File: config.mk
export PLATFORM = sky130hd
export DESIGN_NAME = bqh_ram
export DESIGN_NICKNAME = d
export VERILOG_FILES = /design/src/rtl/core/per_key_bounded_queue_holder_assert.svh /design/src/rtl/core/bqh_ram.sv
export SDC_FILE = /design/constraint.sdc
export NUM_CORES = 1
export LEC_CHECK = 0
export ABC_AREA = 1
export BUFFER_PORTS_ARGS = -buffer_cell sky130_fd_sc_hd__buf_4
export CORE_ASPECT_RATIO = 2
export CORE_MARGIN = 2
export CORE_UTILIZATION = 45
export CTS_CLUSTER_SIZE = 24
export DETAILED_ROUTE_END_ITERATION = 7
export PLACE_DENSITY_LB_ADDON = 0.12
export SKIP_LAST_GASP = 1
export SLEW_MARGIN = 20
export SYNTH_ARGS = -nofsm -noshare
export SYNTH_HDL_FRONTEND = slang
export SYNTH_SLANG_ARGS = --single-unit
File: constraint.sdc
create_clock -name clock -period 3.3 [get_ports clock]
set_input_delay 0.33 -clock clock [delete_from_list [all_inputs] [get_ports clock]]
set_output_delay 0.33 -clock clock [all_outputs]
set_load 0.1 [all_outputs]
File: src/rtl/core/per_key_bounded_queue_holder_assert.svh
// assertion macros shared by the queue holder rtl
// depends on nothing; included by the modules that check their own logic
`ifndef PER_KEY_BOUNDED_QUEUE_HOLDER_ASSERT_SVH
`define PER_KEY_BOUNDED_QUEUE_HOLDER_ASSERT_SVH

// condition in this cycle implies consequence in this cycle
`define BQH_ASSERT_NOW(label, clk, rst, cond, cons) \
   label: assert property (@(posedge clk) disable iff (rst) (cond) |-> (cons)) \
      else $error("bqh check failed");

// condition in this cycle implies consequence in the next cycle
`define BQH_ASSERT_NEXT(label, clk, rst, cond, cons) \
   label: assert property (@(posedge clk) disable iff (rst) (cond) |=> (cons)) \
      else $error("bqh check failed");

`endif

File: src/rtl/core/bqh_ram.sv
// simple dual port ram with registered read data, used for slot and cell stores
// depends on nothing
module bqh_ram #(
   parameter int Width = 8,
   parameter int Depth = 16
) (
   input  logic                                  clock,
   input  logic                                  wr_en,
   input  logic [(Depth > 1 ? $clog2(Depth) : 1)-1:0] wr_addr,
   input  logic [Width-1:0]                      wr_data,
   input  logic                                  rd_en,
   input  logic [(Depth > 1 ? $clog2(Depth) : 1)-1:0] rd_addr,
   output logic [Width-1:0]                      rd_data
);

   logic [Width-1:0] mem [Depth];

   // write port
   always_ff @(posedge clock) begin
      if (wr_en) begin
         mem[wr_addr] <= wr_data;
      end
   end

   // read port, data holds until the next read
   always_ff @(posedge clock) begin
      if (rd_en) begin
         rd_data <= mem[rd_addr];
      end
   end

endmodule

==> tab_implementation.tex <==
\begin{tabular}{lr}
\hline
Metric & Value \\
\hline
\multicolumn{2}{l}{\textbf{Outcome}} \\
\quad Outcome & finished, final reports clean \\
\multicolumn{2}{l}{\textbf{Timing}} \\
\quad Fin Setup TNS & 0 ps \\
\quad Peak clock frequency supported by timing & slightly below 0.6 GHz \\
\quad Final number of hold-violating endpoints & 0 \\
\quad Period Utilization, post-route & about half \\
\quad Slew margin rel. & a little over a third \\
\quad Shortest period the worst path allows & 1700 ps \\
\quad Total count of max-transition violations in the final report & 0 \\
\quad Layout Skew & between 9 and 10 ps \\
\quad Final hold slack & approximately 210 ps \\
\quad Final setup vio count & 0 \\
\quad Setup repair after global routing missed its margin & false \\
\quad Worst-Margin Slew & between 900 and 1000 ps \\
\multicolumn{2}{l}{\textbf{Cells and area}} \\
\quad Post-layout net count & 592 \\
\quad Growth of design area from synthesis to finish & 14.8\% \\
\quad Filler cell count in the final layout & roughly 1200 \\
\quad Fraction of layout cells with a size suffix above 1 & between 9 and 10\% \\
\quad Final Non-Filler Cells & between 700 and 800 \\
\quad Final standard cell area without fillers & around 6700 sq um \\
\quad Number of diodes & 0 \\
\quad Final Core Density & between 50\% and 60\% \\
\multicolumn{2}{l}{\textbf{Route}} \\
\quad Routed wire length on met2 & around 6800 um \\
\quad Number of remaining DRC errors & 0 \\
\quad Antenna-violating nets left & 0 \\
\quad Length of the first detailed-routing pass in iterations & 4 \\
\quad Detailed-route via count & between 3000 and 4000 \\
\quad Top routing layer used & met4 \\
\quad Routed length on met1 & about 5500 um \\
\quad Sum of met3 wire segment lengths after detailed routing & 580 um \\
\quad Routed via count divided by cell count & $\sim$5 \\
\quad Detailed router's first-iteration violation count & about 260 \\
\quad WL final & between 10000 and 15000 um \\
\quad Wire per inst & $\sim$18 um \\
\multicolumn{2}{l}{\textbf{Global routing}} \\
\quad Antenna violations before repair & 0 \\
\quad Pin count of the biggest net entering global routing & 65 \\
\quad Global-route wire length before repair & 21100 um \\
\quad GR Util All Layers & about 21\% \\
\quad Overflow left after global routing & 0 \\
\quad Number of global-route vias before repair & 3677 \\
\multicolumn{2}{l}{\textbf{Pwr}} \\
\quad PD cells & 638 nW/um\^{}2 \\
\quad Static leakage & $\sim$2.9 nW \\
\quad Worst ir drop on vdd & $\sim$0.00042 V \\
\multicolumn{2}{l}{\textbf{Floorplanning}} \\
\quad Row count & around 60 \\
\quad Die Span Y & 165 um \\
\quad Boundary Pins & 27 \\
\quad Starting density of the core & 45.5\% \\
\quad Die Width & 84.6 um \\
\quad Die ar. & around 14000 sq um \\
\quad Placeable Area & between 10000 and 15000 sq um \\
\multicolumn{2}{l}{\textbf{Clock network}} \\
\quad PostCTS Resize Cnt & 0 \\
\quad Buffer depth of the longest clock path & 2 \\
\quad Count of clock tree sinks & 136 \\
\quad CTS Hold Buffers Added & 0 \\
\quad Post-CTS Setup Inserts & 0 \\
\quad TritonCTS buffer count & 17 \\
\quad Number of levels in the clock H-tree & 4 \\
\quad Clock tree from TritonCTS & yes \\
\quad Clock edge transition at the registers on the reported setup and hold paths & approximately 60 ps \\
\quad Cell at the root of the clock tree & clkbuf\_16 \\
\quad Latest clock arrival within the worst-skew pair & 410 ps \\
\multicolumn{2}{l}{\textbf{Hold path}} \\
\quad HP Start & rd\_en \\
\quad End point of the worst hold path & rd\_data[7]\$\_DFFE\_PP\_ \\
\quad Worst hold stages & 1 \\
\quad HP Class & in -> reg \\
\multicolumn{2}{l}{\textbf{Worst setup path}} \\
\quad RR Startpoint & mem[0][7]\$\_DFFE\_PP\_ \\
\quad Register-to-register setup slack & 2120 ps \\
\quad Crit path arrival time & $\sim$1900 ps \\
\quad R2R depth & 6 \\
\quad Critical-path maximum fanout & between 60 and 70 \\
\quad Worst setup path category & in -> reg \\
\quad Capturing element type of the critical path & flop \\
\quad Worst setup SP type & input pin \\
\quad Worst endpoint required time & approximately 3500 ps \\
\quad Worst r2r dst & rd\_data[7]\$\_DFFE\_PP\_ \\
\multicolumn{2}{l}{\textbf{Yosys}} \\
\quad Distinct cell type count after synthesis & 11 \\
\quad Syn\_nets & 570 \\
\quad Synth area leader & edfxtp\_1 \\
\quad Basic-gate share of the synthesized area counting and, or, nand and nor cells & 20.8\% \\
\quad Average instance area after synthesis & $\sim$11 sq um \\
\quad Syn Std Cell Area & $\sim$6000 sq um \\
\quad Number of enable flip-flop cells after synthesis & between 100 and 150 \\
\quad Xor and xnor fraction of the mapped netlist area & 0\% \\
\quad Area share of the leading cell type in the synthesized netlist & 69.8\% \\
\quad Largest cells by area after synthesis & edfxtp\_1 70\%, nand2\_1 11\%, nand3\_1 8.3\%, inv\_1 6.4\%, buf\_6 1.2\% \\
\quad Top-count cell post-synth & nand2\_1 \\
\quad Mux contribution to synthesized area & 0\% \\
\quad Warning count from the yosys run & 0 \\
\quad Main combinational cell family by area after synthesis & simple AND/OR/NAND/NOR gates \\
\quad Synthesized instance count & between 500 and 600 \\
\quad Post-synth ARST share & 0\% \\
\quad Number of register bits inferred by synthesis & 136 \\
\quad Commonest cells in the synthesized netlist & 173 x nand2\_1, 136 x edfxtp\_1, 100 x inv\_1 \\
\quad Area share of fa/ha/maj cells after synthesis & 0\% \\
\quad Compound-Gate Fraction of Synth Area & 0\% \\
\quad Synth Flop Type & edfxtp\_1 \\
\quad Sequential fraction of the synthesis area & 69.8\% \\
\multicolumn{2}{l}{\textbf{Place}} \\
\quad Number of placed instances with taps included & a little over 700 \\
\quad Placed wire-length estimate & between 7000 and 8000 um \\
\quad Final GP Congestion & around 0.8 \\
\quad Count of buffers inserted at the top-level ports & 26 \\
\quad Post-detailed-placement cell area & about 6100 sq um \\
\multicolumn{2}{l}{\textbf{Run}} \\
\quad Max-cap violation count & 0 \\
\hline
\end{tabular}
layout by cell type, fill, tap and decap left out:
cell type,Yosys,routed
nand2_1,173,173
edfxtp_1,136,136
inv_1,100,100
nand3_1,97,97
buf_4,4,27
nor2_1,17,17
clkbuf_16,0,17
bufinv_16,0,5
clkinv_2,0,4
clkinv_4,0,4
clkbuf_1,0,3
nand3b_1,2,2
inv_2,2,1
worst max-delay path: stages:
cell and delay, ps:
buf_4 90, clkinv_2 730, nand2_1 240, nand2_1 70, nand2_1 60, nand3_1 110
nand3_1 140, nand2_1 70
cells by family after synthesis:
group / Yosys count
simple gates: 289
buf+inv: 126
flops: 136
worst max-delay path by stage:
stage,startpoint,end,slack [ps],cells after the start
6_report,rd_addr[0],rd_data[0]$_DFFE_PP_,1600,8
5_1_grt,rd_addr[0],rd_data[2]$_DFFE_PP_,1380,8
4_1_cts,rd_addr[0],rd_data[7]$_DFFE_PP_,1540,7
3_5_place_dp,rd_addr[0],rd_data[7]$_DFFE_PP_,1120,7
3_3_place_gp,rd_addr[0],rd_data[7]$_DFFE_PP_,1120,7
2_1_floorplan,wr_addr[2],mem[10][0]$_DFFE_PP_,2020,2
per-layer routing:
layer,GRT usage (%),up-vias
met4,8.59,0
met5,0,-
li1,-,1823
met2,34.4,91
met3,4.08,24
met1,25.9,1709
where the power goes:
part           internal, mW  switching [mW]
clock                  1.34           0.691
combinational        0.0710           0.223
sequential             1.95         0.00977
state kept, by name, indices dropped and copies added, names as in the netlist:
| register | cells |
|---|---|
| mem | 128 |
| rd_data | 8 |
area by class of cell:
| class | instances | area (sq um) | area share (%) |
|---|---|---|---|
| well taps | 152 | 190 | 2.83 |
| inverters | 102 | 384 | 5.72 |
| flip-flops and latches | 136 | 4080 | 60.9 |
| repair buffers | 27 | 203 | 3.02 |
| clock inverters | 12 | 200 | 2.98 |
| clock buffers | 20 | 437 | 6.51 |
| multi-input cells | 289 | 1210 | 18.1 |
metrics by stage:
stage               power, mW  setup slack (ps)
finish                   4.28              1600
global route             4.41              1380
CTS                      4.32              1540
detailed placement       2.29              1120
global placement         2.29              1120
floorplan                2.19              2020
Note: power is estimated with default switching activity, not from simulation.
