File: src/rtl/core/per_key_bounded_queue_holder_assert.svh
// assertion macros shared by the queue holder rtl
// depends on nothing; included by the modules that check their own logic
`ifndef PER_KEY_BOUNDED_QUEUE_HOLDER_ASSERT_SVH
`define PER_KEY_BOUNDED_QUEUE_HOLDER_ASSERT_SVH

// condition in this cycle implies consequence in this cycle
`define BQH_ASSERT_NOW(label, clk, rst, cond, cons) \
   label: assert property (@(posedge clk) disable iff (rst) (cond) |-> (cons)) \
      else $error("bqh check failed");

// condition in this cycle implies consequence in the next cycle
`define BQH_ASSERT_NEXT(label, clk, rst, cond, cons) \
   label: assert property (@(posedge clk) disable iff (rst) (cond) |=> (cons)) \
      else $error("bqh check failed");

`endif

File: src/rtl/core/bqh_pkg.sv
// shared types and constants of the per-key bounded queue holder
// depends on nothing
package bqh_pkg;

   localparam int MaxCharactersDefault = 16;
   localparam int QueueDepthDefault    = 8;
   localparam logic [31:0] TtlReset    = 32'd900;

   typedef enum logic [1:0] {
      CMD_PUSH   = 2'd0,
      CMD_EXPIRE = 2'd1,
      CMD_TAKE   = 2'd2,
      CMD_NONE   = 2'd3
   } cmd_type;

   typedef struct packed {
      logic [31:0] stamp;
      logic        done;
      logic [31:0] payload;
   } cell_word_type;

   localparam int CellWidth = $bits(cell_word_type);

   typedef enum logic [4:0] {
      ST_IDLE, ST_SC_RD, ST_SC_CHK, ST_SC_DONE, ST_OV_RD, ST_OV_CHK,
      ST_SH_RD, ST_SH_WR, ST_PU_APP, ST_PU_FIN, ST_EX_SLOT, ST_EX_FILL,
      ST_EX_HEAD, ST_EX_HCHK, ST_EX_END, ST_TK_RD, ST_TK_EMIT, ST_EMIT
   } state_type;

endpackage

File: src/rtl/core/bqh_ctrl.sv
// sequencer of the queue holder: slot scan, shift, expiry walk and take readout
// depends on bqh_pkg and per_key_bounded_queue_holder_assert.svh
`include "per_key_bounded_queue_holder_assert.svh"

module bqh_ctrl import bqh_pkg::*; #(
   parameter int MaxCharacters = MaxCharactersDefault,
   parameter int QueueDepth    = QueueDepthDefault,
   localparam int SW  = (MaxCharacters > 1) ? $clog2(MaxCharacters) : 1,
   localparam int FW  = $clog2(QueueDepth + 1),
   localparam int CAW = (MaxCharacters * QueueDepth > 1) ?
                        $clog2(MaxCharacters * QueueDepth) : 1,
   localparam int SLW = 32 + FW
) (
   input  logic                 clock,
   input  logic                 reset,
   input  logic [31:0]          ttl_ticks,
   input  logic                 req_valid,
   output logic                 req_ready,
   input  logic [1:0]           req_command,
   input  logic [31:0]          req_character_id,
   input  logic [31:0]          req_payload,
   input  logic                 req_completed,
   input  logic [31:0]          req_time_now,
   output logic                 rsp_valid,
   input  logic                 rsp_ready,
   output logic                 rsp_entry_valid,
   output logic [31:0]          rsp_entry_payload,
   output logic                 rsp_entry_completed,
   output logic [31:0]          rsp_entry_time,
   output logic                 rsp_last_of_run,
   output logic [7:0]           rsp_dropped_count,
   output logic                 rsp_evicted_count,
   output logic [7:0]           rsp_total_held,
   output logic                 slot_wr_en,
   output logic [SW-1:0]        slot_wr_addr,
   output logic [SLW-1:0]       slot_wr_data,
   output logic                 slot_rd_en,
   output logic [SW-1:0]        slot_rd_addr,
   input  logic [SLW-1:0]       slot_rd_data,
   output logic                 cell_wr_en,
   output logic [CAW-1:0]       cell_wr_addr,
   output cell_word_type        cell_wr_data,
   output logic                 cell_rd_en,
   output logic [CAW-1:0]       cell_rd_addr,
   input  cell_word_type        cell_rd_data
);

   localparam int TW  = $clog2(MaxCharacters * QueueDepth + 1);
   localparam int AW2 = CAW + FW + 1;

   // state and command registers
   state_type        state_ff, state_in;
   cmd_type          cmd_ff, cmd_in;
   logic [31:0]      key_ff, key_in;
   logic [31:0]      pay_ff, pay_in;
   logic             done_ff, done_in;
   logic [31:0]      now_ff, now_in;
   // scan registers
   logic [SW-1:0]    sc_ff, sc_in;
   logic [CAW-1:0]   base_ff, base_in;
   logic             hit_ff, hit_in;
   logic [SW-1:0]    hit_slot_ff, hit_slot_in;
   logic [CAW-1:0]   hit_base_ff, hit_base_in;
   logic [FW-1:0]    hit_fill_ff, hit_fill_in;
   logic             vic_ff, vic_in;
   logic [SW-1:0]    vic_slot_ff, vic_slot_in;
   logic [CAW-1:0]   vic_base_ff, vic_base_in;
   logic [FW-1:0]    vic_fill_ff, vic_fill_in;
   logic [31:0]      best_ff, best_in;
   logic             free_ff, free_in;
   logic [SW-1:0]    free_slot_ff, free_slot_in;
   logic [CAW-1:0]   free_base_ff, free_base_in;
   // working registers
   logic [SW-1:0]    tslot_ff, tslot_in;
   logic [FW-1:0]    fill_ff, fill_in;
   logic [31:0]      ckey_ff, ckey_in;
   logic [FW-1:0]    ix_ff, ix_in;
   logic [MaxCharacters-1:0] used_ff, used_in;
   logic [TW-1:0]    total_ff, total_in;
   logic [TW-1:0]    drop_ff, drop_in;
   logic             evict_ff, evict_in;
   // output register
   logic             ov_ff, ov_in;
   logic             oe_valid_ff, oe_valid_in;
   logic [31:0]      oe_pay_ff, oe_pay_in;
   logic             oe_done_ff, oe_done_in;
   logic [31:0]      oe_time_ff, oe_time_in;
   logic             olast_ff, olast_in;
   logic [TW-1:0]    odrop_ff, odrop_in;
   logic             oevict_ff, oevict_in;
   logic [TW-1:0]    ototal_ff, ototal_in;

   // shared age unit
   logic [31:0]      age;
   logic             age_gt_best;
   logic             age_ge_ttl;
   logic             out_free;
   logic             last_slot;
   logic [AW2-1:0]   addr_ix;
   logic [AW2-1:0]   addr_ix1;
   logic [AW2-1:0]   addr_fill;
   logic [FW:0]      ix_next;
   logic [31:0]      srd_key;
   logic [FW-1:0]    srd_fill;
   logic [TW+7:0]    drop_ext;
   logic [TW+7:0]    total_ext;

   assign age         = now_ff - cell_rd_data.stamp;
   assign age_gt_best = age > best_ff;
   assign age_ge_ttl  = age >= ttl_ticks;
   assign out_free    = !ov_ff || rsp_ready;
   assign last_slot   = (sc_ff == SW'(MaxCharacters - 1));
   assign addr_ix     = AW2'(base_ff) + AW2'(ix_ff);
   assign addr_ix1    = addr_ix + AW2'(1);
   assign addr_fill   = AW2'(base_ff) + AW2'(fill_ff);
   assign ix_next     = (FW + 1)'(ix_ff) + (FW + 1)'(1);
   assign srd_key     = slot_rd_data[SLW-1:FW];
   assign srd_fill    = slot_rd_data[FW-1:0];

   // next state and datapath control
   always_comb begin
      state_in = state_ff;  cmd_in = cmd_ff;  key_in = key_ff;  pay_in = pay_ff;
      done_in = done_ff;  now_in = now_ff;  sc_in = sc_ff;  base_in = base_ff;
      hit_in = hit_ff;  hit_slot_in = hit_slot_ff;  hit_base_in = hit_base_ff;
      hit_fill_in = hit_fill_ff;  vic_in = vic_ff;  vic_slot_in = vic_slot_ff;
      vic_base_in = vic_base_ff;  vic_fill_in = vic_fill_ff;  best_in = best_ff;
      free_in = free_ff;  free_slot_in = free_slot_ff;  free_base_in = free_base_ff;
      tslot_in = tslot_ff;  fill_in = fill_ff;  ckey_in = ckey_ff;  ix_in = ix_ff;
      used_in = used_ff;  total_in = total_ff;  drop_in = drop_ff;  evict_in = evict_ff;
      ov_in = ov_ff && !rsp_ready;
      oe_valid_in = oe_valid_ff;  oe_pay_in = oe_pay_ff;  oe_done_in = oe_done_ff;
      oe_time_in = oe_time_ff;  olast_in = olast_ff;  odrop_in = odrop_ff;
      oevict_in = oevict_ff;  ototal_in = ototal_ff;
      slot_wr_en = 1'b0;  slot_wr_addr = tslot_ff;  slot_wr_data = {key_ff, fill_ff};
      slot_rd_en = 1'b0;  slot_rd_addr = sc_ff;
      cell_wr_en = 1'b0;  cell_wr_addr = addr_ix[CAW-1:0];  cell_wr_data = cell_rd_data;
      cell_rd_en = 1'b0;  cell_rd_addr = addr_ix1[CAW-1:0];
      req_ready = 1'b0;

      unique case (state_ff)
         ST_IDLE: begin
            req_ready = 1'b1;
            if (req_valid) begin
               cmd_in = cmd_type'(req_command);
               key_in = req_character_id;
               pay_in = req_payload;
               done_in = req_completed;
               now_in = req_time_now;
               sc_in = '0;
               base_in = '0;
               hit_in = 1'b0;
               vic_in = 1'b0;
               free_in = 1'b0;
               best_in = '0;
               drop_in = '0;
               evict_in = 1'b0;
               unique case (cmd_type'(req_command))
                  CMD_PUSH, CMD_TAKE: state_in = ST_SC_RD;
                  CMD_EXPIRE:         state_in = ST_EX_SLOT;
                  default:            state_in = ST_EMIT;
               endcase
            end
         end
         // scan: read slot entry and its head cell
         ST_SC_RD: begin
            slot_rd_en = 1'b1;
            cell_rd_en = 1'b1;
            cell_rd_addr = base_ff;
            state_in = ST_SC_CHK;
         end
         ST_SC_CHK: begin
            if (used_ff[sc_ff]) begin
               if (!hit_ff && srd_key == key_ff) begin
                  hit_in = 1'b1;
                  hit_slot_in = sc_ff;
                  hit_base_in = base_ff;
                  hit_fill_in = srd_fill;
               end
               if (!vic_ff || age_gt_best) begin
                  vic_in = 1'b1;
                  best_in = age;
                  vic_slot_in = sc_ff;
                  vic_base_in = base_ff;
                  vic_fill_in = srd_fill;
               end
            end else if (!free_ff) begin
               free_in = 1'b1;
               free_slot_in = sc_ff;
               free_base_in = base_ff;
            end
            if (last_slot) begin
               state_in = ST_SC_DONE;
            end else begin
               sc_in = sc_ff + SW'(1);
               base_in = base_ff + CAW'(QueueDepth);
               state_in = ST_SC_RD;
            end
         end
         ST_SC_DONE: begin
            ix_in = '0;
            if (cmd_ff == CMD_TAKE) begin
               if (!hit_ff) begin
                  state_in = ST_EMIT;
               end else begin
                  used_in[hit_slot_ff] = 1'b0;
                  total_in = total_ff - TW'(hit_fill_ff);
                  fill_in = hit_fill_ff;
                  base_in = hit_base_ff;
                  state_in = ST_TK_RD;
               end
            end else begin
               if (hit_ff) begin
                  tslot_in = hit_slot_ff;
                  base_in = hit_base_ff;
                  fill_in = hit_fill_ff;
               end else if (free_ff) begin
                  tslot_in = free_slot_ff;
                  base_in = free_base_ff;
                  fill_in = '0;
                  used_in[free_slot_ff] = 1'b1;
               end else begin
                  evict_in = 1'b1;
                  total_in = total_ff - TW'(vic_fill_ff);
                  tslot_in = vic_slot_ff;
                  base_in = vic_base_ff;
                  fill_in = '0;
               end
               if (hit_ff && hit_fill_ff == FW'(QueueDepth)) begin
                  state_in = ST_OV_RD;
               end else begin
                  state_in = ST_PU_APP;
               end
            end
         end
         // overflow: look for the oldest non-completed entry
         ST_OV_RD: begin
            cell_rd_en = 1'b1;
            cell_rd_addr = addr_ix[CAW-1:0];
            state_in = ST_OV_CHK;
         end
         ST_OV_CHK: begin
            drop_in = TW'(1);
            if (!cell_rd_data.done) begin
               state_in = ST_SH_RD;
            end else if (ix_ff == fill_ff - FW'(1)) begin
               if (!done_ff) begin
                  state_in = ST_PU_FIN;
               end else begin
                  ix_in = '0;
                  state_in = ST_SH_RD;
               end
            end else begin
               ix_in = ix_next[FW-1:0];
               state_in = ST_OV_RD;
            end
         end
         // shift entries above ix down by one, then shrink the queue
         ST_SH_RD: begin
            if (ix_next < (FW + 1)'(fill_ff)) begin
               cell_rd_en = 1'b1;
               state_in = ST_SH_WR;
            end else begin
               fill_in = fill_ff - FW'(1);
               total_in = total_ff - TW'(1);
               state_in = (cmd_ff == CMD_EXPIRE) ? ST_EX_HEAD : ST_PU_APP;
            end
         end
         ST_SH_WR: begin
            cell_wr_en = 1'b1;
            ix_in = ix_next[FW-1:0];
            state_in = ST_SH_RD;
         end
         ST_PU_APP: begin
            cell_wr_en = 1'b1;
            cell_wr_addr = addr_fill[CAW-1:0];
            cell_wr_data = '{stamp: now_ff, done: done_ff, payload: pay_ff};
            fill_in = fill_ff + FW'(1);
            total_in = total_ff + TW'(1);
            state_in = ST_PU_FIN;
         end
         ST_PU_FIN: begin
            slot_wr_en = 1'b1;
            state_in = ST_EMIT;
         end
         // expiry walk over the slots
         ST_EX_SLOT: begin
            if (used_ff[sc_ff]) begin
               slot_rd_en = 1'b1;
               state_in = ST_EX_FILL;
            end else if (last_slot) begin
               state_in = ST_EMIT;
            end else begin
               sc_in = sc_ff + SW'(1);
               base_in = base_ff + CAW'(QueueDepth);
            end
         end
         ST_EX_FILL: begin
            fill_in = srd_fill;
            ckey_in = srd_key;
            state_in = ST_EX_HEAD;
         end
         ST_EX_HEAD: begin
            if (fill_ff == '0) begin
               state_in = ST_EX_END;
            end else begin
               cell_rd_en = 1'b1;
               cell_rd_addr = base_ff;
               state_in = ST_EX_HCHK;
            end
         end
         ST_EX_HCHK: begin
            if (age_ge_ttl) begin
               drop_in = drop_ff + TW'(1);
               ix_in = '0;
               state_in = ST_SH_RD;
            end else begin
               state_in = ST_EX_END;
            end
         end
         ST_EX_END: begin
            slot_wr_en = 1'b1;
            slot_wr_addr = sc_ff;
            slot_wr_data = {ckey_ff, fill_ff};
            if (fill_ff == '0) begin
               used_in[sc_ff] = 1'b0;
            end
            if (last_slot) begin
               state_in = ST_EMIT;
            end else begin
               sc_in = sc_ff + SW'(1);
               base_in = base_ff + CAW'(QueueDepth);
               state_in = ST_EX_SLOT;
            end
         end
         // take readout, one beat per entry
         ST_TK_RD: begin
            cell_rd_en = 1'b1;
            cell_rd_addr = addr_ix[CAW-1:0];
            state_in = ST_TK_EMIT;
         end
         ST_TK_EMIT: begin
            if (out_free) begin
               ov_in = 1'b1;
               oe_valid_in = 1'b1;
               oe_pay_in = cell_rd_data.payload;
               oe_done_in = cell_rd_data.done;
               oe_time_in = cell_rd_data.stamp;
               olast_in = (ix_ff == fill_ff - FW'(1));
               odrop_in = '0;
               oevict_in = 1'b0;
               ototal_in = total_ff;
               if (ix_ff == fill_ff - FW'(1)) begin
                  state_in = ST_IDLE;
               end else begin
                  ix_in = ix_next[FW-1:0];
                  state_in = ST_TK_RD;
               end
            end
         end
         ST_EMIT: begin
            if (out_free) begin
               ov_in = 1'b1;
               oe_valid_in = 1'b0;
               oe_pay_in = '0;
               oe_done_in = 1'b0;
               oe_time_in = '0;
               olast_in = 1'b1;
               odrop_in = drop_ff;
               oevict_in = evict_ff;
               ototal_in = total_ff;
               state_in = ST_IDLE;
            end
         end
         default: state_in = ST_IDLE;
      endcase
   end

   // control registers
   always_ff @(posedge clock) begin
      if (reset) begin
         state_ff <= ST_IDLE;
         used_ff  <= '0;
         total_ff <= '0;
         ov_ff    <= 1'b0;
      end else begin
         state_ff <= state_in;
         used_ff  <= used_in;
         total_ff <= total_in;
         ov_ff    <= ov_in;
      end
   end

   // payload registers
   always_ff @(posedge clock) begin
      cmd_ff <= cmd_in;  key_ff <= key_in;  pay_ff <= pay_in;  done_ff <= done_in;
      now_ff <= now_in;  sc_ff <= sc_in;  base_ff <= base_in;  hit_ff <= hit_in;
      hit_slot_ff <= hit_slot_in;  hit_base_ff <= hit_base_in;  hit_fill_ff <= hit_fill_in;
      vic_ff <= vic_in;  vic_slot_ff <= vic_slot_in;  vic_base_ff <= vic_base_in;
      vic_fill_ff <= vic_fill_in;  best_ff <= best_in;  free_ff <= free_in;
      free_slot_ff <= free_slot_in;  free_base_ff <= free_base_in;  tslot_ff <= tslot_in;
      fill_ff <= fill_in;  ckey_ff <= ckey_in;  ix_ff <= ix_in;  drop_ff <= drop_in;
      evict_ff <= evict_in;  oe_valid_ff <= oe_valid_in;  oe_pay_ff <= oe_pay_in;
      oe_done_ff <= oe_done_in;  oe_time_ff <= oe_time_in;  olast_ff <= olast_in;
      odrop_ff <= odrop_in;  oevict_ff <= oevict_in;  ototal_ff <= ototal_in;
   end

   // result port
   assign drop_ext            = {8'b0, odrop_ff};
   assign total_ext           = {8'b0, ototal_ff};
   assign rsp_valid           = ov_ff;
   assign rsp_entry_valid     = oe_valid_ff;
   assign rsp_entry_payload   = oe_pay_ff;
   assign rsp_entry_completed = oe_done_ff;
   assign rsp_entry_time      = oe_time_ff;
   assign rsp_last_of_run     = olast_ff;
   assign rsp_dropped_count   = drop_ext[7:0];
   assign rsp_evicted_count   = oevict_ff;
   assign rsp_total_held      = total_ext[7:0];

   // checks
   `BQH_ASSERT_NEXT(a_accept_leaves_idle, clock, reset, req_valid && req_ready,
      state_ff != ST_IDLE)
   `BQH_ASSERT_NOW(a_total_bound, clock, reset, 1'b1,
      total_ff <= TW'(MaxCharacters * QueueDepth))
   `BQH_ASSERT_NOW(a_head_check_nonempty, clock, reset, state_ff == ST_EX_HCHK,
      fill_ff != '0)
   `BQH_ASSERT_NEXT(a_emit_loads_output, clock, reset,
      state_ff == ST_EMIT && out_free, rsp_valid && rsp_last_of_run)

endmodule

File: config.mk
export PLATFORM = sky130hd
export DESIGN_NAME = bqh_ctrl
export DESIGN_NICKNAME = d
export VERILOG_FILES = /design/src/rtl/core/bqh_pkg.sv /design/src/rtl/core/bqh_ctrl.sv
export VERILOG_INCLUDE_DIRS = /design/src /design/src/rtl/core
export SDC_FILE = /design/constraint.sdc
export NUM_CORES = 1
export LEC_CHECK = 0
export BUFFER_PORTS_ARGS = -buffer_cell sky130_fd_sc_hd__buf_2
export CAP_MARGIN = 25
export CORE_UTILIZATION = 59
export CTS_CLUSTER_DIAMETER = 30
export DETAILED_ROUTE_END_ITERATION = 8
export PLACE_DENSITY = 0.86
export SLEW_MARGIN = 20
export SYNTH_ARGS = -nofsm -noshare
export SYNTH_HDL_FRONTEND = slang
export SYNTH_SLANG_ARGS = --single-unit
File: constraint.sdc
create_clock -name clock -period 9.9 [get_ports clock]
set_input_delay 2.475 -clock clock [delete_from_list [all_inputs] [get_ports clock]]
set_output_delay 2.475 -clock clock [all_outputs]
set_load 0.005 [all_outputs]
==> qor.csv <==
stage,metric,value,unit
route,drt_iter0_drc,1725,
synth,synth_cells,1800,
die,num_rows,66,
die,die_h,184,um
final_layout,areaGrowthSynthToFinish,27.9,%
flow_run,max_cap_viol_count,0,
pwr,leakagePower,0.0107,uW
worst_setup_path,cp-start-kind,input pin,
worst_hold_path,hold_path.startpoint,total_ff[7]$_SDFFE_PP0P_,
global_routing,grt_pass1_wl,87300,um
synth,syn_area,0.0195,mm2
pwr,power,7270,uW
synth,synth-seq-cells,353,
worst_setup_path,path_class,input pin to register,
die,die_w,184,um
die,ios,449,
synth,yosysSeqAreaShare,53.0,%
final_layout,fillers,2072,
worst_hold_path,min_path_type,register to register,
timing,fin_crit,7220,ps
final_layout,final_common_cell,buf_2,
worst_setup_path,critPathMaxFanout,33,
synth,synth_edf_count,323,
timing,slew_violations,0,
global_routing,grtUsageTotal,33.6,%
clocking,cts_setup_buffers,0,
global_routing,grt_start_max_net_pins,77,
clocking,cts_buffers,81,
synth,synth_nets,2166,
timing,fmax,139,MHz
timing,hold_viol,0,
worst_setup_path,crit_top_cell,ha_1,
place,io_buffers,448,
final_layout,layout_common_cells,"buf_2 (448), edfxtp_1 (323), nand2_1 (234)",
worst_setup_path,critPathMaxStageDelay,700,ps
route,firstDrtPassIters,7,
worst_setup_path,rrSetupSlack,4330,ps
timing,fin_skew,28.0,ps
synth,ys.flop_type,edfxtp_1,
worst_setup_path,crit_required,10100,ps
route,vias,16542,
clocking,clkTransAtPathRegs,50,ps
synth,synth_area_per_cell,10.8,um2
clocking,insertion_delay,590,ps
route,drc,0,
timing,finalSetupViolations,0,
timing,maxSlewHeadroom,31.2,%
final_layout,drive_above_1_share,27.9,%
route,routed_wl,57800,um
timing,setup_tns,0,ps
clocking,cts_tree,done,
place,gp_congestion,0.964,
global_routing,grt_antenna_before_repair,5,
route,wl_per_cell,20.7,um
global_routing,grt_pass1_vias,16408,
final_layout,fin_area,0.0249,mm2
worst_hold_path,whs_endpoint,rsp_total_held[7]$_DFFE_PP_,
worst_setup_path,crit_slowest_cell,or2_2,
worst_setup_path,worstPathCellList,buf_2 -> ha_1 -> fa_1 -> nand2b_1 -> a2111oi_0 -> a2111oi_2 -> a211oi_2 -> o2111ai_1 -> and4_1 -> nor3_1 -> ha_1 -> nand4_1 -> nor2_1 -> o21ai_0 -> o2111a_1 -> a21oi_1 -> buf_4 -> or2_2,
timing,fin_crit_sh,72.9,%
place,dp_hpwl,39400,um
die,core_area,0.0325,mm2
worst_setup_path,r2r_end,best_ff[6]$_SDFFCE_PN0P_,
global_routing,overflow,0,
timing,finalHoldWorstSlack,457,ps
worst_setup_path,reg2reg_depth,18,
clocking,ctsResizeCount,0,
clocking,cts_root_buffer,clkbuf_16,
outcome,status,"complete, no violations",
synth,synth.distinct_cells,82,
place,place_area,0.0221,mm2
timing,tightest_slew,1030,ps
worst_hold_path,worstHoldPathCells,0,
synth,async_flop_share,0,%
pwr,powerDensity,292,mW/mm2
timing,rsz0062_at_grt,false,
clocking,hold_buffers,0,
worst_setup_path,r2r-start,now_ff[0]$_DFFE_PP_,
route,ant_nets,0,
clocking,cts_num_sinks,353,
clocking,cts_buffer_depth,3,
final_layout,fin_nets,2643,
pwr,vdd.ir_drop.worst,0.000217,V
synth,ys_warn_count,0,
die,die_area,0.0337,mm2
worst_setup_path,arrival,7420,ps
route,drt-vias-per-instance,5.93,
die,start_util,59.9,%
clocking,cts.htree.levels,3,
worst_setup_path,critPathCaptureType,register,
==> cells in the mapped netlist (all sizes together) (7+ instances only) <==
cell type	number	area (um2)
and2	59	369
nor4	14	93.8
nor3	29	150
xnor2	39	342
nand3	31	155
a31oi	16	106
and3	22	138
nand2	234	878
o21bai	7	52.6
a21o	28	210
ha	126	1580
edfxtp	323	9700
a211oi	30	230
mux2i	26	260
buf	14	90.1
a21oi	88	440
mux2	26	293
nor2b	23	144
or2	10	62.6
dfxtp	30	601
o21ai	86	430
clkbuf	57	214
xor2	50	438
inv	131	492
o22ai	26	163
nand2b	21	134
nor2	120	460
a22oi	7	52.6
nand4	23	144
o211ai	11	82.6
==> cell type report <==
class | instances | area (um2) | share of cell area, %
Tap cell | 442 | 553 | 2.22
Timing Repair Buffer | 465 | 2410 | 9.70
Clock inverter | 56 | 537 | 2.16
Sequential cell | 353 | 10300 | 41.4
Antenna cell | 4 | 10.0 | 0.0402
Multi-Input combinational cell | 1245 | 8400 | 33.8
Inverter | 131 | 494 | 1.99
Clock buffer | 94 | 2170 | 8.72
==> power breakdown <==
| part | switching (uW) | internal [uW] |
|---|---|---|
| clock | 859 | 1770 |
| sequential | 243 | 2030 |
| combinational | 1430 | 940 |
| total | 2530 | 4740 |
==> worst max path at each step <==
stage	slack (ps)	start	endpoint	cells past startpoint
after CTS	2730	cell_rd_data[33]	best_ff[24]$_SDFFCE_PN0P_	18
after detailed placement	2160	cell_rd_data[33]	best_ff[17]$_SDFFCE_PN0P_	18
final	2680	cell_rd_data[33]	best_ff[6]$_SDFFCE_PN0P_	18
after global placement	2270	cell_rd_data[33]	best_ff[17]$_SDFFCE_PN0P_	18
after global routing	2370	cell_rd_data[33]	best_ff[24]$_SDFFCE_PN0P_	18
after floorplan	2610	cell_rd_data[33]	best_ff[0]$_SDFFCE_PN0P_	16
==> critical path: cells and delay by family <==
kind / cells / cell delay (ps)
buffers and inverters: 2 / 440
AOI/OAI and AO/OA: 7 / 1890
and+or+nand+nor: 6 / 1740
adders and majority gates: 3 / 860
==> logic make-up after synthesis <==
logic type,after synthesis,synth area share (%)
adders and majority gates,130,8.52
and+or+nand+nor,614,15.2
xor gates and xnor gates,90,4.12
DFF,353,53.0
AOI/OAI and AO/OA,354,11.6
muxes,57,3.50
buffers and inverters,202,4.09
==> sequential cells by signal, indices dropped and copies added (netlist names), 8 cells and up <==
signal,flops
rsp_entry_time,32
now_ff,32
total_ff,8
ckey_ff,32
rsp_entry_payload,32
used_ff,16
rsp_dropped_count,8
key_ff,32
pay_ff,32
drop_ff,8
rsp_total_held,8
best_ff,32
==> metrics by stage <==
step	setup slack [ps]	utilization [%]	std cells
after global placement	2270	68.0	2633
after CTS	2730	76.5	2784
after floorplan	2610	-	1800
after global routing	2370	76.6	2789
after detailed placement	2160	68.1	2634
final	2680	76.6	2790
==> per-layer routing <==
layer  vias up  part of all wire [%]  global-route usage [%]
met3       173                   9.3                    7.61
li1       7530                     -                       -
met4         2                   3.5                    15.3
met1      7829                    38                    41.3
met5         -                 0.023                       0
met2      1008                    49                    56.5
Note: power is estimated with default switching activity, not from simulation.
